[src/rtl/plm_pkg.sv]
`timescale 1ns / 1ps
package plm_pkg;
    localparam int MAX_POINTS_DEF = 7;
    localparam int NUM_POINT_REGS = 7;
    localparam int LEVELS         = 256;
    localparam int PIX_W          = 8;
    localparam int ADDR_W         = $clog2(LEVELS);
    localparam int CFG_IDX_W      = 4;
    localparam int CFG_DATA_W     = 16;
    localparam int NUMP_W         = 3;
    localparam int DIV_N_W        = 2 * PIX_W;
    localparam int DIV_CNT_W      = $clog2(DIV_N_W);

    localparam logic [CFG_IDX_W-1:0] REG_NUM_POINTS = 4'd0;
    localparam logic [CFG_IDX_W-1:0] REG_POINT_A    = 4'd1;

    typedef struct packed {
        logic [PIX_W-1:0] y;
        logic [PIX_W-1:0] x;
    } t_point;

    typedef struct packed {
        logic              we;
        logic [ADDR_W-1:0] addr;
        logic [PIX_W-1:0]  data;
    } t_lut_wr;
endpackage

[src/rtl/plm_lut.sv]
`timescale 1ns / 1ps
module plm_lut import plm_pkg::*; (
    input  logic              i_clk,
    input  t_lut_wr           i_wr,
    input  logic              i_rd_en,
    input  logic [ADDR_W-1:0] i_rd_addr,
    output logic [PIX_W-1:0]  o_rd_data
);
    logic [PIX_W-1:0] r_mem [LEVELS];
    logic [PIX_W-1:0] r_rd_data;

    always_ff @(posedge i_clk) begin
        if (i_wr.we) begin
            r_mem[i_wr.addr] <= i_wr.data;
        end
        if (i_rd_en) begin
            r_rd_data <= r_mem[i_rd_addr];
        end
    end

    assign o_rd_data = r_rd_data;
endmodule

[src/rtl/plm_div.sv]
`timescale 1ns / 1ps
module plm_div import plm_pkg::*; (
    input  logic               i_clk,
    input  logic               i_rst_n,
    input  logic               i_start,
    input  logic [DIV_N_W-1:0] i_num,
    input  logic [PIX_W-1:0]   i_den,
    output logic               o_done,
    output logic [PIX_W-1:0]   o_quo
);
    logic                 r_busy;
    logic                 r_done;
    logic [DIV_CNT_W-1:0] r_cnt;
    logic [DIV_N_W-1:0]   r_num;
    logic [DIV_N_W-1:0]   r_quo;
    logic [PIX_W-1:0]     r_rem;
    logic [PIX_W-1:0]     r_den;
    logic [PIX_W:0]       n_trial;
    logic                 n_ge;

    always_comb begin
        n_trial = {r_rem, r_num[DIV_N_W-1]};
        n_ge    = (n_trial >= {1'b0, r_den});
    end

    always_ff @(posedge i_clk) begin
        if (!i_rst_n) begin
            r_busy <= 1'b0;
            r_done <= 1'b0;
            r_cnt  <= '0;
        end else begin
            r_done <= 1'b0;
            if (i_start) begin
                r_busy <= 1'b1;
                r_cnt  <= '0;
            end else if (r_busy) begin
                r_cnt <= r_cnt + 1'b1;
                if (r_cnt == DIV_CNT_W'(DIV_N_W - 1)) begin
                    r_busy <= 1'b0;
                    r_done <= 1'b1;
                end
            end
        end
    end

    always_ff @(posedge i_clk) begin
        if (i_start) begin
            r_num <= i_num;
            r_den <= i_den;
            r_rem <= '0;
            r_quo <= '0;
        end else if (r_busy) begin
            r_num <= {r_num[DIV_N_W-2:0], 1'b0};
            r_quo <= {r_quo[DIV_N_W-2:0], n_ge};
            r_rem <= n_ge ? PIX_W'(n_trial - {1'b0, r_den}) : PIX_W'(n_trial);
        end
    end

    assign o_done = r_done;
    assign o_quo  = r_quo[PIX_W-1:0];
endmodule

[src/rtl/plm_build.sv]
`timescale 1ns / 1ps
module plm_build import plm_pkg::*; #(
    parameter int MAX_POINTS = MAX_POINTS_DEF
) (
    input  logic                               i_clk,
    input  logic                               i_rst_n,
    input  logic                               i_restart,
    input  logic [NUMP_W-1:0]                  i_num_points,
    input  t_point [NUM_POINT_REGS-1:0]        i_points,
    output logic                               o_busy,
    output t_lut_wr                            o_wr
);
    localparam int CW = $clog2(MAX_POINTS + 1);
    localparam int QN = MAX_POINTS - 1;

    typedef enum logic [2:0] {S_IDLE, S_LOAD, S_SORT, S_SEG, S_DIV} t_state;

    t_state                 r_state;
    logic [CW-1:0]          r_n;
    logic [CW-1:0]          r_len;
    logic [CW-1:0]          r_cnt;
    logic [CW-1:0]          r_oi;
    t_point                 r_cur;
    t_point [QN-1:0]        r_q;
    t_point [MAX_POINTS-1:0] r_srt;
    logic [PIX_W-1:0]       r_v;
    logic [PIX_W-1:0]       r_y1;
    logic                   r_neg;
    logic [DIV_N_W-1:0]     r_prod;
    logic [PIX_W-1:0]       r_dx;
    logic                   r_div_start;
    t_lut_wr                r_wr;

    logic [CW-1:0]          n_used;
    t_point                 n_head;
    logic                   n_swap;
    t_point                 n_keep;
    t_point                 n_last;
    logic                   n_below;
    logic                   n_above;
    logic [PIX_W-1:0]       n_x1;
    logic [PIX_W-1:0]       n_y1;
    logic [PIX_W-1:0]       n_x2;
    logic [PIX_W-1:0]       n_y2;
    logic                   n_neg;
    logic [PIX_W-1:0]       n_ady;
    logic [PIX_W-1:0]       n_dvx;
    logic                   div_done;
    logic [PIX_W-1:0]       div_quo;
    logic [PIX_W-1:0]       n_val;

    always_comb begin
        if (i_num_points < NUMP_W'(2)) begin
            n_used = CW'(2);
        end else if (int'(i_num_points) > MAX_POINTS) begin
            n_used = CW'(MAX_POINTS);
        end else begin
            n_used = CW'(i_num_points);
        end
    end

    always_comb begin
        n_head = r_q[0];
        n_swap = (r_cur.x > n_head.x);
        n_keep = n_swap ? r_cur : n_head;
    end

    // segment lookup over the sorted breakpoints
    always_comb begin
        n_last = r_srt[0];
        n_x1   = '0;
        n_y1   = '0;
        n_x2   = '0;
        n_y2   = '0;
        for (int k = 0; k < MAX_POINTS; k++) begin
            if (CW'(k) == r_n - 1'b1) begin
                n_last = r_srt[k];
            end
        end
        for (int k = 0; k < MAX_POINTS - 1; k++) begin
            if ((CW'(k + 1) < r_n) && (r_srt[k].x <= r_v) && (r_v < r_srt[k+1].x)) begin
                n_x1 = n_x1 | r_srt[k].x;
                n_y1 = n_y1 | r_srt[k].y;
                n_x2 = n_x2 | r_srt[k+1].x;
                n_y2 = n_y2 | r_srt[k+1].y;
            end
        end
        n_below = (r_v < r_srt[0].x);
        n_above = (r_v >= n_last.x);
        n_neg   = (n_y2 < n_y1);
        n_ady   = n_neg ? (n_y1 - n_y2) : (n_y2 - n_y1);
        n_dvx   = r_v - n_x1;
        n_val   = r_y1 + (r_neg ? (~div_quo + 1'b1) : div_quo);
    end

    always_ff @(posedge i_clk) begin
        if (!i_rst_n) begin
            r_state     <= S_LOAD;
            r_div_start <= 1'b0;
            r_wr.we     <= 1'b0;
        end else begin
            r_div_start <= 1'b0;
            r_wr.we     <= 1'b0;
            if (i_restart) begin
                r_state <= S_LOAD;
            end else begin
                unique case (r_state)
                    S_IDLE: begin
                        r_state <= S_IDLE;
                    end
                    S_LOAD: begin
                        r_cur <= i_points[0];
                        for (int k = 0; k < QN; k++) begin
                            r_q[k] <= i_points[k+1];
                        end
                        r_n     <= n_used;
                        r_len   <= n_used - 1'b1;
                        r_cnt   <= n_used - 1'b1;
                        r_oi    <= '0;
                        r_state <= S_SORT;
                    end
                    S_SORT: begin
                        for (int k = 0; k < QN - 1; k++) begin
                            r_q[k] <= r_q[k+1];
                        end
                        if (r_cnt != '0) begin
                            for (int k = 0; k < QN; k++) begin
                                if (CW'(k) == r_len - 1'b1) begin
                                    r_q[k] <= n_keep;
                                end
                            end
                            r_cur <= n_swap ? n_head : r_cur;
                            r_cnt <= r_cnt - 1'b1;
                        end else begin
                            for (int k = 0; k < MAX_POINTS; k++) begin
                                if (CW'(k) == r_oi) begin
                                    r_srt[k] <= r_cur;
                                end
                            end
                            r_oi <= r_oi + 1'b1;
                            if (r_len == '0) begin
                                r_v     <= '0;
                                r_state <= S_SEG;
                            end else begin
                                r_cur <= n_head;
                                r_len <= r_len - 1'b1;
                                r_cnt <= r_len - 1'b1;
                            end
                        end
                    end
                    S_SEG: begin
                        if (n_below || n_above) begin
                            r_wr.we   <= 1'b1;
                            r_wr.addr <= r_v;
                            r_wr.data <= n_below ? r_srt[0].y : n_last.y;
                            r_v       <= r_v + 1'b1;
                            if (r_v == PIX_W'(LEVELS - 1)) begin
                                r_state <= S_IDLE;
                            end
                        end else begin
                            r_prod      <= n_ady * n_dvx;
                            r_dx        <= n_x2 - n_x1;
                            r_y1        <= n_y1;
                            r_neg       <= n_neg;
                            r_div_start <= 1'b1;
                            r_state     <= S_DIV;
                        end
                    end
                    S_DIV: begin
                        // a done pulse in the start cycle belongs to an aborted division
                        if (div_done && !r_div_start) begin
                            r_wr.we   <= 1'b1;
                            r_wr.addr <= r_v;
                            r_wr.data <= n_val;
                            r_v       <= r_v + 1'b1;
                            r_state   <= (r_v == PIX_W'(LEVELS - 1)) ? S_IDLE : S_SEG;
                        end
                    end
                    default: r_state <= S_IDLE;
                endcase
            end
        end
    end

    plm_div u_div (
        .i_clk   (i_clk),
        .i_rst_n (i_rst_n),
        .i_start (r_div_start),
        .i_num   (r_prod),
        .i_den   (r_dx),
        .o_done  (div_done),
        .o_quo   (div_quo)
    );

    // busy until the last curve write has reached the memory
    assign o_busy = (r_state != S_IDLE) || r_wr.we;
    assign o_wr   = r_wr;
endmodule

[src/rtl/piecewise_linear_tone_map_top.sv]
`timescale 1ns / 1ps
// Piecewise-linear tone map: each 8-bit pixel is looked up in a 256-entry curve memory that
// the block fills itself after reset and after every configuration write. The fill sorts the
// breakpoints, then writes one level per cycle on flat ends of the curve and, inside a sloped
// segment, one level per division of a bit-serial divider that forms the quotient; during the
// fill o_in_ready is low. Once filled, one pixel is accepted every clock while the output is
// not stalled; the result passes through the registered read of the curve memory and the
// output register.
module piecewise_linear_tone_map_top import plm_pkg::*; #(
    parameter int MAX_POINTS = MAX_POINTS_DEF
) (
    input  logic                  i_clk,
    input  logic                  i_rst_n,
    input  logic                  i_in_valid,
    output logic                  o_in_ready,
    input  logic [PIX_W-1:0]      i_pixel_in,
    output logic                  o_out_valid,
    input  logic                  i_out_ready,
    output logic [PIX_W-1:0]      o_pixel_out,
    input  logic                  i_cfg_valid,
    output logic                  o_cfg_ready,
    input  logic [CFG_IDX_W-1:0]  i_cfg_index,
    input  logic [CFG_DATA_W-1:0] i_cfg_data
);
    logic [NUMP_W-1:0]           r_num_points;
    t_point [NUM_POINT_REGS-1:0] r_pts;
    logic                        r_v1;
    logic                        r_out_valid;
    logic [PIX_W-1:0]            r_out_data;
    logic                        cfg_acc;
    logic                        in_acc;
    logic                        adv;
    logic                        busy;
    t_lut_wr                     lut_wr;
    logic [PIX_W-1:0]            rd_data;

    assign o_cfg_ready = 1'b1;
    assign cfg_acc     = i_cfg_valid;
    assign adv         = !r_out_valid || i_out_ready;
    assign o_in_ready  = !busy && !i_cfg_valid && (!r_v1 || adv);
    assign in_acc      = i_in_valid && o_in_ready;

    always_ff @(posedge i_clk) begin
        if (!i_rst_n) begin
            r_num_points <= NUMP_W'(2);
            for (int k = 0; k < NUM_POINT_REGS; k++) begin
                r_pts[k] <= '0;
            end
            r_pts[1] <= '1;
        end else if (cfg_acc) begin
            if (i_cfg_index == REG_NUM_POINTS) begin
                r_num_points <= i_cfg_data[NUMP_W-1:0];
            end
            for (int k = 0; k < NUM_POINT_REGS; k++) begin
                if (i_cfg_index == REG_POINT_A + CFG_IDX_W'(k)) begin
                    r_pts[k] <= i_cfg_data;
                end
            end
        end
    end

    always_ff @(posedge i_clk) begin
        if (!i_rst_n) begin
            r_v1        <= 1'b0;
            r_out_valid <= 1'b0;
        end else begin
            if (in_acc) begin
                r_v1 <= 1'b1;
            end else if (adv) begin
                r_v1 <= 1'b0;
            end
            if (adv) begin
                r_out_valid <= r_v1;
            end
        end
    end

    always_ff @(posedge i_clk) begin
        if (adv && r_v1) begin
            r_out_data <= rd_data;
        end
    end

    plm_build #(.MAX_POINTS(MAX_POINTS)) u_build (
        .i_clk        (i_clk),
        .i_rst_n      (i_rst_n),
        .i_restart    (cfg_acc),
        .i_num_points (r_num_points),
        .i_points     (r_pts),
        .o_busy       (busy),
        .o_wr         (lut_wr)
    );

    plm_lut u_lut (
        .i_clk     (i_clk),
        .i_wr      (lut_wr),
        .i_rd_en   (in_acc),
        .i_rd_addr (i_pixel_in),
        .o_rd_data (rd_data)
    );

    assign o_out_valid = r_out_valid;
    assign o_pixel_out = r_out_data;
endmodule

[config.mk]
export PLATFORM = sky130hd
export DESIGN_NAME = piecewise_linear_tone_map_top
export DESIGN_NICKNAME = d
export VERILOG_FILES = /design/src/rtl/plm_pkg.sv /design/src/rtl/plm_lut.sv /design/src/rtl/plm_div.sv /design/src/rtl/plm_build.sv /design/src/rtl/piecewise_linear_tone_map_top.sv
export SDC_FILE = /design/constraint.sdc
export NUM_CORES = 2
export LEC_CHECK = 0
export ABC_CLOCK_PERIOD_IN_PS = 8900
export BUFFER_PORTS_ARGS = -buffer_cell sky130_fd_sc_hd__buf_4
export CORE_ASPECT_RATIO = 0.75
export CORE_MARGIN = 1.5
export CORE_UTILIZATION = 30
export DETAILED_ROUTE_END_ITERATION = 10
export GPL_TIMING_DRIVEN = 0
export PLACE_DENSITY = 0.51
export RECOVER_POWER = 25
export SLEW_MARGIN = 20
export SYNTH_ARGS = -nofsm -noshare
export SYNTH_HDL_FRONTEND = slang
export SYNTH_HIERARCHICAL = 1
export SYNTH_SLANG_ARGS = --single-unit
[constraint.sdc]
create_clock -name i_clk -period 8.9 [get_ports i_clk]
set_input_delay 1.78 -clock i_clk [delete_from_list [all_inputs] [get_ports i_clk]]
set_output_delay 1.78 -clock i_clk [all_outputs]
set_load 0.01 [all_outputs]
# After elaboration in Yosys (flattened, before gate mapping)
# Memory sizes are Yosys's and may differ from the RTL's. A register that Yosys moved wholly into a read port is not among the register bits.
# Index checks and enable logic that the tools add are counted.
# classes
add_sub_neg	14
mul	1
order_cmp	24
n_eq_ne	40
mux	81
n_bitwise	27
reduce_logical	67
# ops
op	n
$mux 16	18
$mux 8	32
$pmux 96 s2	1
$or 8x8->8	20
$mux 96	1
$lt 8x8->1	8
$reduce_and 5->1	11
$le 8x8->1	6
$sub 8x8->8	5
$mux 17	2
$pmux 17 s2	1
$pmux 16 s2	1
$mux 3	10
$eq 3x3->1 const A	8
$pmux 8 s3	1
$eq 2x3->1 const A	6
$pmux 3 s2	3
$logic_and 1x1->1	17
$add 8x1->8 const B	2
$eq 4x3->1 const B	4
$mul 8x8->16	1
$reduce_and 2->1	8
$reduce_and 4->1	4
$pmux 3 s4	1
other kinds (37)	83
# totals
regBits	469
mem_bits_rw	2048
in_bits	33
out_inout_bits	11
wordCells	322
n_memories	1
# memory_table
name	words	word_bits	rd	rd_clocked_by_memory_dff	wr	line_no	rtl
u_lut.r_mem	256	8	1	1	1	plm_lut.sv:9	logic [PIX_W-1:0] r_mem [LEVELS];

# Logic depth before layout (Yosys ltp)
# logic_depth
depth_word	17
depth_mapped	39
ltp_nobuf	36

# Hierarchy
# Netlist, hierarchy kept.
# modules_own_cells
module	instances	cells_each	area_each_um2	seq_area_each_um2
plm_lut	1	3733	79636.4	61739.2
plm_build	1	1734	18769.3	8898.5
piecewise_linear_tone_map_top	1	442	4621.9	2582.5
plm_div	1	203	2254.7	1161.1

# Worst setup path before layout
# Ideal clock, no wire load.
# synth_timing
path_kind	register -> register
start	register u_build.r_v[2]
end	register u_build.r_prod[13], data pin
setup_ps	258
arrival_ps	8085
required_time_ps	8642
setup_slack_ps	558
path_stages_with_launch	35
path_buffers	2
period_less_slack_ps	8342
cell_sequence	edfxtp_1 -> inv_1 -> ha_1 -> and3_1 -> a221o_1 -> a21oi_1 -> a31oi_1 -> nor3_1 -> clkbuf_1 -> nand2_1 -> and4_1 -> inv_1 -> ha_1 -> inv_1 -> fa_1 -> a21oi_1 -> o211ai_1 -> o22ai_1 -> buf_6 -> mux2_4 -> or4_1 -> nand3_2 -> nor2_1 -> fa_1 -> fa_1 -> fa_1 -> inv_1 -> fa_1 -> inv_1 -> ha_1 -> a21o_1 -> a31o_2 -> a41oi_1 -> nor2b_1 -> xnor2_1
# synth_between
elab_chain_cells	17
elab_cells_between_ends	63
classes_between	3 x add/sub; 1 x mul; 13 x order compare; 19 x mux; 15 x bitwise; 12 x reduce/logical
# synth_lines
element	line_no	rtl
from (decl)	plm_build.sv:26	logic [PIX_W-1:0] r_v;
from (signal assigned)	plm_build.sv:156	r_v <= r_v + 1'b1;
from (signal assigned)	plm_build.sv:175	r_v <= r_v + 1'b1;
$le 8x8->1	plm_build.sv:81	if ((CW'(k + 1) < r_n) && (r_srt[k].x <= r_v) && (r_v < r_srt[k+1].x)) begin
$logic_and 1x1->1 (2 in series)	plm_build.sv:81	
$mux 8	plm_build.sv:81	
$or 8x8->8	plm_build.sv:83	n_y1 = n_y1 | r_srt[k].y;
$mux 8	plm_build.sv:81	
$or 8x8->8	plm_build.sv:83	
$mux 8	plm_build.sv:81	
$or 8x8->8	plm_build.sv:83	
[2 not listed]	--	
$mux 8	plm_build.sv:81	
$or 8x8->8	plm_build.sv:83	
$mux 8 (*)	plm_build.sv:81	
via u_build.n_y1[0]	plm_build.sv:42	logic [PIX_W-1:0] n_y1;
$lt 8x8->1 (*)	plm_build.sv:90	n_neg = (n_y2 < n_y1);
via u_build.n_neg	plm_build.sv:45	logic n_neg;
$mux 8 (*)	plm_build.sv:91	n_ady = n_neg ? (n_y1 - n_y2) : (n_y2 - n_y1);
$mul 8x8->16 (*)	plm_build.sv:161	r_prod <= n_ady * n_dvx;
to (signal assigned)	plm_build.sv:161	
to (decl)	plm_build.sv:29	logic [DIV_N_W-1:0] r_prod;
# The timed path passes the listed nets; every way through them passes the cells marked *.
# A chain may end at the register's enable or synchronous reset.

# Worst setup path after layout
# layout_timing
start	register u_build.r_v[5]
end	register u_build.r_prod[15], data pin
# layout_between
elab_chain_cells	17
elab_cells_between_ends	63
classes_between	3 x add/sub; 1 x mul; 13 x order compare; 19 x mux; 15 x bitwise; 12 x reduce/logical
# layout_lines
element	line_no
$le 8x8->1	plm_build.sv:81
$logic_and 1x1->1 (2 in series)	plm_build.sv:81
$mux 8	plm_build.sv:81
$or 8x8->8, on equally long branches	plm_build.sv:85, plm_build.sv:83
$mux 8	plm_build.sv:81
$or 8x8->8, on equally long branches	plm_build.sv:85, plm_build.sv:83
$mux 8	plm_build.sv:81
$or 8x8->8, on equally long branches	plm_build.sv:85, plm_build.sv:83
$mux 8	plm_build.sv:81
$or 8x8->8, on equally long branches	plm_build.sv:85, plm_build.sv:83
$mux 8	plm_build.sv:81
$or 8x8->8, on equally long branches	plm_build.sv:85, plm_build.sv:83
$mux 8	plm_build.sv:81
$sub 8x8->8 or $lt 8x8->1 (tied branches)	plm_build.sv:91, plm_build.sv:90
$mux 8	plm_build.sv:91
$mul 8x8->16 (*)	plm_build.sv:161
# Every way passes the cells marked *; elsewhere a longest branch is shown, timed or not.

==> metrics.md <==
| Metric | Value |
|---|---|
| CTS sink cnt | `roughly 2500` |
| Top-Level Pins | `44` |
| Slew margin rel. | `between 10% and 20%` |
| Clock root buffer | `clkbuf_16` |
| Asr flop ratio synth | `0%` |
| EDFF count, synth | `2381` |
| Clock latency on the worst-skew pair | `between 0.8 and 0.9 ns` |
| DIE WIDTH | `687.0 um` |
| Commonest non-fill, non-tap cell in the layout | `edfxtp_1` |
| Main synth FF type | `edfxtp_1` |
| Final Max Slew Viols | `0` |
| GR Util All Layers | `19.23%` |
| Post-CTS Hold Fix Bufs | `0` |
| Commonest non-fill, non-tap cells in the layout | `edfxtp_1 (2381), mux4_2 (458), nor2_1 (393)` |
| Starting Density | `between 30% and 40%` |
| Cts bufs inserted | `about 280` |
| Setup crit end kind | `register` |
| Register bit total from synthesis | `~2500` |
| TritonRoute pass-1 iters | `9` |
| DR vias | `62480` |
| Worst hold path class | `register to register` |
| RePlAce Congestion | `0.9184` |
| Critical path class | `register to register` |
| DR vias/cell | `roughly 5.4` |
| Wire length per cell | `roughly 30 um` |
| Syn nets | `between 6000 and 7000` |
| Area grow syn2layout | `16.85%` |
| Post-synthesis sequential area ratio | `between 70% and 80%` |
| H-tree Lvls | `5` |
| TNS Setup | `0 ns` |
| First-pass GRT wire length | `479.7 mm` |
| Antenna violations before repair | `20` |
| DRC Markers | `0` |
| Crit path required time | `about 9.5 ns` |
| Run status | `complete, no violations` |
| Nets | `between 6000 and 7000` |
| Initial drt markers | `~9000` |
| Slew @ Worst Pin | `between 1 and 1.5 ns` |
| Arr. time, crit path | `slightly above 9 ns` |
| Post-synthesis cell count | `6112` |
| Yosys cell types | `a little under 100` |
| Share of post-route cells with drive strength above 1 | `between 10% and 20%` |
| Reg clk slew, reported paths | `approximately 0.06 ns` |
| Setup crit start kind | `register` |
| Crit-path max cell delay | `slightly above 0.8 ns` |
| Die Footprint | `between 300000 and 400000 um^2` |
| Maximum VDD drop | `around 0.20 mV` |
| Static leakage | `40.02 nW` |
| Max stage delay cell, worst path | `a221oi_1` |
| Worst-path fanout max | `10` |
| Core ar. | `roughly 350000 um^2` |
| Dpl hpwl | `between 200 and 300 mm` |
| Final worst path period share | `between 90% and 100%` |
| Finish-stage setup viols | `0` |
| Fmax | `roughly 120 MHz` |
| Row Count | `about 190` |
| Total grt overflow | `0` |
| Final hold vios | `0` |
| IO Port Bufs | `39` |
| Max Cap Viol | `0` |
| Fin crit period | `around 8.6 ns` |
| Largest net degree at the start of global routing | `between 50 and 60` |
| DRT Wirelength | `between 300 and 400 mm` |
| Most frequent CP cell | `fa_1` |
| Fin area | `123000 um^2` |
| Vert. Die Dim | `516.0 um` |
| Pwr Total | `26.63 mW` |
| Power per cell area | `216.5 nW/um^2` |
| Mapped Area | `roughly 110000 um^2` |
| Ys Warns | `6` |
| Vias in the first global route | `59710` |
| Antenna Violating Nets Remaining | `0` |
| Placed Area | `about 110000 um^2` |
| Number of fillers in the final layout | `32970` |
| CTS tree | `yes` |
| Clk_skew | `slightly above 0.06 ns` |
| Max Buffers Root-to-Sink | `4` |
| Synthesized area per cell | `around 17 um^2` |
[registers in the layout, summed over array words and instances, names as in the netlist, 16 cells and up]
signal,count
u_build/r_q,80
r_pts,112
u_lut/r_mem,2048
u_build/r_cur,16
u_build/n_head,16
u_build/o_wr,17
u_build/r_srt,112
u_build/u_div/r_num,16
u_build/r_prod,16
[timing repair]
action | in CTS | in global routing
pin swaps | 8 | 22
endpoints found under the setup margin | 9 | 5
buffers inserted | 29 | 25
gates cloned | 1 | 0
resized for setup | 74 | 59
[final timing paths]
path	from	end	slack [ns]	cells after the start
setup reg to reg	u_build/r_v[5]	u_build/r_prod[15]	0.29	34
setup / recovery	u_build/r_v[5]	u_build/r_prod[15]	0.29	34
hold reg to reg	u_build/r_dx[5]	u_build/u_div/r_den[5]	0.41	0
hold / removal	u_build/r_dx[5]	u_build/u_div/r_den[5]	0.41	0
[where the power goes]
group          internal [mW]  leakage (nW)  switching (mW)
Combinational          0.916          13.1            1.44
Sequential              13.0          22.6          0.0408
Clock                   6.57          4.27            4.72
[per-layer routing]
metal  GRT usage (%)  vias up  wire length, um
met4           4.561        4             8911
met3           4.908      472            39800
met2           26.94     3387           143900
li1                -    25500                -
met5               0        -               30
met1           29.51    33120           157500
[cells in the mapped netlist (16+ instances only)]
cell | count | area (um^2)
o22ai_1 | 48 | 300.3
xnor2_1 | 40 | 350.3
mux2_2 | 19 | 214.0
and4_1 | 16 | 140.1
a221oi_1 | 25 | 219.0
o221ai_1 | 50 | 437.9
nor2b_1 | 62 | 387.9
dfxtp_1 | 144 | 2883
a211oi_1 | 23 | 172.7
a222oi_1 | 17 | 170.2
nor2_1 | 407 | 1528
a21oi_1 | 189 | 945.9
fa_1 | 42 | 840.8
edfxtp_1 | 2381 | 71500
inv_1 | 178 | 668.1
mux2i_1 | 276 | 2763
ha_1 | 169 | 2115
nand4_1 | 38 | 237.7
buf_6 | 26 | 292.8
nand2b_1 | 25 | 156.4
nor4_1 | 27 | 168.9
o211ai_1 | 31 | 232.7
nand3_1 | 66 | 330.3
nand2_1 | 320 | 1201
mux4_2 | 458 | 10310
o21ai_0 | 171 | 855.8
clkbuf_1 | 185 | 694.4
buf_4 | 36 | 270.3
buf_2 | 50 | 250.2
a22oi_1 | 258 | 1937
buf_1 | 29 | 108.9
nor3_1 | 37 | 185.2
[logic make-up (layout without fill, tap and decap cells)]
group / count (synthesis) / in the layout / synth area share (%)
DFF: 2525 / 2525 / 70.65
and+or+nand+nor: 1087 / 1087 / 4.730
AOI/OAI and AO/OA: 949 / 949 / 6.120
muxes: 757 / 757 / 12.70
buffers and inverters: 527 / 1249 / 2.515
adders and majority gates: 211 / 211 / 2.807
xor gates and xnor gates: 55 / 55 / 0.4718
other: 1 / 8 / 0.003562
[cell type report]
cell class / count / area, um^2 / share of cell area, %
clock inverters: 131 / 1272 / 1.034
repair buffers: 239 / 2454 / 1.994
diodes: 7 / 17.52 / 0.01424
clock buffers: 353 / 7480 / 6.080
inverters: 180 / 700.7 / 0.5696
well taps: 4655 / 5824 / 4.735
plain buffers: 346 / 2097 / 1.705
multi-input cells: 3060 / 28790 / 23.41
flip-flops and latches: 2525 / 74380 / 60.46
[stage by stage]
step / hold slack [ns] / setup slack (ns) / cells / utilization, %
5_1_grt: 0.4202 / -0.02918 / 11490 / 35.19
3_5_place_dp: 0.4071 / -1.165 / 10950 / 32.63
3_3_place_gp: 0.4087 / -1.178 / 10810 / 31.87
6_report: 0.4095 / 0.2860 / 11500 / 35.19
4_1_cts: 0.4195 / 0.01126 / 11460 / 35.28
2_1_floorplan: 0.4003 / 0.5578 / 6112 / -
[critical path, delay by kind of cell (launching register included)]
family	cells	cell delay, ns
compound gates	12	2.65
xor+xnor	2	0.29
fa+ha+maj	7	2.92
buf+inv	9	1.49
flops	1	0.45
simple gates	4	0.52
No activity file was read; power rests on OpenSTA's default activity.
